===== config.mk =====
export PLATFORM = sky130hd
export DESIGN_NAME = bor_cursor_mem
export DESIGN_NICKNAME = d
export VERILOG_FILES = /design/src/bor_cursor_mem.sv
export SDC_FILE = /design/constraint.sdc
export NUM_CORES = 1
export LEC_CHECK = 0
export BUFFER_PORTS_ARGS = -buffer_cell sky130_fd_sc_hd__buf_2
export CORE_UTILIZATION = 50
export DETAILED_ROUTE_END_ITERATION = 10
export PLACE_DENSITY = 0.71
export SYNTH_ARGS = -nofsm -noshare
export SYNTH_HDL_FRONTEND = slang
export SYNTH_SLANG_ARGS = --single-unit

===== constraint.sdc =====
create_clock -name clk_i -period 1.5 [get_ports clk_i]
set_input_delay 0.15 -clock clk_i [delete_from_list [all_inputs] [get_ports clk_i]]
set_output_delay 0.15 -clock clk_i [all_outputs]
set_load 0.01 [all_outputs]

===== src/bor_cursor_mem.sv =====
module bor_cursor_mem #(
  parameter int unsigned NUM_READERS = 8,
  parameter int unsigned WIDTH       = 72,
  localparam int unsigned IW         = (NUM_READERS > 1) ? $clog2(NUM_READERS) : 1
) (
  input  logic             clk_i,
  input  logic             rst_ni,
  input  logic             re_i,
  input  logic [IW-1:0]    ridx_i,
  output logic [WIDTH-1:0] rdata_o,
  input  logic             we_i,
  input  logic [IW-1:0]    widx_i,
  input  logic [WIDTH-1:0] wdata_i
);

  logic [WIDTH-1:0]       mem [NUM_READERS];
  logic [NUM_READERS-1:0] vld_q;
  logic [WIDTH-1:0]       rdata_q;
  logic                   rvld_q;

  // Mark written entries; an unwritten cursor reads as zero
  always_ff @(posedge clk_i or negedge rst_ni) begin
    if (!rst_ni) begin
      vld_q  <= '0;
      rvld_q <= 1'b0;
    end else begin
      if (we_i) begin
        vld_q[widx_i] <= 1'b1;
      end
      if (re_i) begin
        rvld_q <= vld_q[ridx_i];
      end
    end
  end

  // Storage with registered read
  always_ff @(posedge clk_i) begin
    if (we_i) begin
      mem[widx_i] <= wdata_i;
    end
    if (re_i) begin
      rdata_q <= mem[ridx_i];
    end
  end

  assign rdata_o = rvld_q ? rdata_q : '0;

endmodule


# Word level (Yosys, flattened, before mapping)
# Memories as Yosys holds them, arrays and structs flattened. A register that Yosys moved wholly into a read port is not among the register bits.
# Cells that the tools add are included.
[word_totals]
memories = 1
in_bits = 82
word_cells = 15
ff_bits = 9
mem_bits_rw = 576
output_inout_bits = 72
[op_classes]
mux = 7
bitwise_logic = 1
reduce_logical = 1
order_cmp = 3
[memory_table]
columns = ["memory", "words", "word_bits", "read_ports", "rd_clocked_by_memory_dff", "write_ports", "line", "source"]
rows = [
  ["mem", 8, 72, 1, 1, 1, "16", "logic [WIDTH-1:0] mem [NUM_READERS];"],
]
[ops]
columns = ["op", "count"]
rows = [
  ["$mux 72", 1],
  ["$lt 3x4->1 const B", 2],
  ["$or 8x8->8", 1],
  ["$mux 1", 4],
  ["$bmux 1 s3", 1],
  ["$demux 1 s3", 1],
  ["$ge 3x1->1 const B", 1],
  ["$logic_and 1x1->1", 1],
]

# Longest topological paths before layout
[depth]
depth_word = 5
mapped_depth = 6
depth_no_buf = 3

# Least setup slack after synthesis
# No wires, ideal clock.
[synth_path]
path_kind = "input port to flip-flop"
startpoint = "input widx_i[0]"
endpoint = "register vld_q[0]"
setup_ns = 0.096
required_ns = 1.404
setup_slack_ns = -4.386
t_arrival_ns = 5.790
path_stages = 3
n_path_buf = 0
cell_sequence = "nand2b_1 -> nor3_1 -> or2_2"
[synth_between]
elab_chain_cells = 5
word_cells_on_any_way = 6
cone_classes = "order compare (2); mux (2); bitwise (1); reduce/logical (1)"
[synth_lines]
columns = ["item", "line", "source"]
rows = [
  ["start: declaration", "12", "input logic [IW-1:0] widx_i,"],
  ["$lt 3x4->1 (not written as such) / $ge 3x1->1 (equally long branches)", "28", "vld_q[widx_i] <= 1'b1;"],
  ["$logic_and 1x1->1 (not written as such)", "28", ""],
  ["$mux 1 (not written as such)", "28", ""],
  ["$demux 1 s3 (*)", "28", ""],
  ["$or 8x8->8 (no line) (*)", "--", ""],
  ["end signal: assignment", "24", "vld_q <= '0;"],
  ["end signal: indexed assignment", "28", ""],
  ["end: declaration", "17", "logic [NUM_READERS-1:0] vld_q;"],
]
# Mark *: on every way between the ends. The rest lies on a longest branch, timed or not.
# A chain may end at the register's enable or synchronous reset.

# Final worst setup path
[layout_path]
startpoint = "register rvld_q"
endpoint = "output rdata_o[20]"
[layout_between]
elab_chain_cells = 1
[layout_lines]
columns = ["item", "line", "source"]
rows = [
  ["start: declaration", "19", "logic rvld_q;"],
  ["start signal: assignment", "31", "rvld_q <= vld_q[ridx_i];"],
  ["$mux 72", "46", "assign rdata_o = rvld_q ? rdata_q : '0;"],
  ["end: declaration", "10", "output logic [WIDTH-1:0] rdata_o,"],
]
# No other way between the ends.

==> flow_summary_export.csv <==
group,metric,value,unit
outcome,status,"finished with violations",
outcome,failed_checks,"negative setup slack",
synthesis,syn_nets,1103,
placed_design,place_inst,1862,
setup_path,worstRegToRegCells,2,
placed_design,io_buffers,153,
global_route,grt_max_degree,36,
pwr,cellLeakagePower,10.2,nW
setup_path,cp_max_fo,8,
global_route,grt_first_pass_wirelength,74300,microns
floorplan,die_h,224,microns
hold_path,worstHoldPathCells,2,
sta,finalSetupViolCount,72,
sta,timing.final.crit_share,122,%
pwr,vdd_drop_max,0.000890,V
finish,nets,1426,
route,final_antenna_net_count,0,
route,drc,0,
run,drv_cap,0,
floorplan,die_area,50200,sq um
cts,cts_made_buffers,61,
cts,cts_max_level,2,
sta,hold_viol,0,
synthesis,ys_ff_latch,657,
setup_path,startpoint,"rvld_q",
global_route,antenna_found_initial,1,
setup_path,critPathRequiredTime,1.35,ns
setup_path,ff2ff_setup_slack,0.08,ns
route,drt_iter0_drc,879,
synthesis,yosysSeqAreaShare,79.8,%
placed_design,post-dp-hpwl,28500,microns
synthesis,yosysUniqueCellTypes,17,
sta,fin_setup_tns,-20.98,ns
setup_path,crit_type,"reg -> out",
placed_design,gp_congestion,0.714,
sta,slew_violations,0,
finish,drive_gt1_share,43.3,%
floorplan,ios,154,
sta,max_freq,549,MHz
sta,rsz0062_at_grt,"yes",
global_route,grtUsageTotal,20.5,%
sta,fin_ws,-0.323,ns
cts,clockBufferDepth,3,
route,wl_per_cell,24.6,microns
cts,cts-root-buf,"clkbuf_16",
cts,clkTransAtPathRegs,0.06,ns
setup_path,startpoint_type,"register",
sta,period_minus_slack,1.82,ns
floorplan,die_x,224,microns
floorplan,core-area,48800,sq um
floorplan,start_util,50.5,%
cts,cts_tree,"built",
setup_path,endpoint_kind,"primary output",
synthesis,synthCells,1021,
finish,final_cell_mix,"edfxtp_1 (648), mux4_2 (145), buf_2 (97)",
route,via_count,11300,
sta,skew,0.0187,ns
finish,area_growth,23.1,%
sta,max_slew_margin,72.4,%
synthesis,synth_area,24700,sq um
floorplan,row_count,81,
synthesis,yosysWarnings,0,
global_route,grt_pass1_vias,11800,
finish,instances_no_fill,2061,
cts,clock_sinks,657,
setup_path,crit_end,"rdata_o[20]",
setup_path,crit_arrival,1.67,ns
setup_path,timing.rr.end,"rdata_q[31]",
cts,clk_latency,0.63,ns
pwr,powerDensity,1270,nW/um^2
route,viasPerCell,5.50,
route,dr.pass1.iters,5,
finish,mostFrequentLayoutCell,"edfxtp_1",
sta,worstMarginPinSlew,0.412,ns
global_route,grt_overflow,0,
synthesis,avgSynthCellArea,24.2,sq um
placed_design,pre_cts_ws,-0.226,ns
hold_path,hold_class,"in -> reg",
setup_path,timing.rr.start,"mem[1][31]",
route,wl,50600,microns
[cell usage after synthesis]
master    count  area [sq um]
edfxtp_1    648         19500
mux4_2      145          3270
and2_1       72           450
mux2_2       72           811
clkbuf_1     24          90.1
buf_6        13           146
buf_2         9          45.0
dfrtp_1       9           225
or2_2         8          50.1
nor2_1        6          22.5
mux2i_1       5          50.1
nand2b_1      3          18.8
nand2_1       2          7.51
nor3_1        2          10.0
buf_4         1          7.51
buf_8         1          15.0
inv_1         1          3.75
[worst min path at each step]
stage | from | endpoint
after floorplan | rst_ni | rvld_q
after global placement | rst_ni | vld_q[0]
after detailed placement | rst_ni | vld_q[0]
after CTS | re_i | rdata_q[61]
after global routing | re_i | rdata_q[61]
final | re_i | rdata_q[61]
[per-layer routing]
layer  global-route usage [%]  vias to the layer above  wire (microns)  part of all wire [%]
li1                         -                     4919               -                     -
met2                     33.9                      346           25500                    50
met5                        0                        -              17                 0.034
met3                     3.82                       65            2840                   5.6
met1                     28.2                     6013           21500                    43
met4                     5.46                        2             773                   1.5
[cells by family after synthesis]
family        after synthesis  synth area share [%]
flops                     657                  79.8
mux                       222                  16.7
simple gates               93                  2.27
buf+inv                    49                  1.25
[critical path, cell delays in order, from the launching register on]
cell and delay [ns]:
dfrtp_2 0.42, buf_12 0.17, clkbuf_16 0.19, and2_4 0.15, buf_6 0.11
[flip-flops by register name, indices dropped and copies added (netlist names)]
signal	count
rdata_q	72
rvld_q	1
mem	576
vld_q	8
[repair_timing]
action	4_1_cts	5_1_grt
setup endpoints to repair	72	72
hold buffers	74	0
buffers inserted	3	0
hold endpoints to repair	585	0
resized for setup	87	27
gates cloned	5	1
[layout make-up]
| type | count | area [sq um] |
|---|---|---|
| antenna | 1 | 2.50 |
| clock buffer | 80 | 1610 |
| clock inverter | 35 | 244 |
| fill | 3330 | 18500 |
| inverter | 1 | 3.75 |
| multi-input combinational | 315 | 4940 |
| sequential | 657 | 19700 |
| tap | 664 | 831 |
| timing repair buffer | 308 | 3070 |
[where the power goes]
group / internal [mW] / total [mW] / switching [mW]
combinational: 1.74 / 3.19 / 1.46
clock: 7.89 / 14.3 / 6.44
sequential: 20.9 / 21.1 / 0.188
total: 30.6 / 38.7 / 8.09
[per-stage QoR]
step / power [mW] / util, % / instance area [sq um] / hold slack (ns)
after floorplan: 22.9 / - / 24900 / -0.146
after global placement: 24.0 / 55.5 / 27100 / 0.00798
after detailed placement: 24.1 / 55.5 / 27100 / 0.0148
after CTS: 38.8 / 61.9 / 30200 / 0.0260
after global routing: 39.8 / 62.2 / 30400 / 0.0417
final: 38.7 / 62.2 / 30400 / 0.0498
Power figures use the tool's default switching activity.
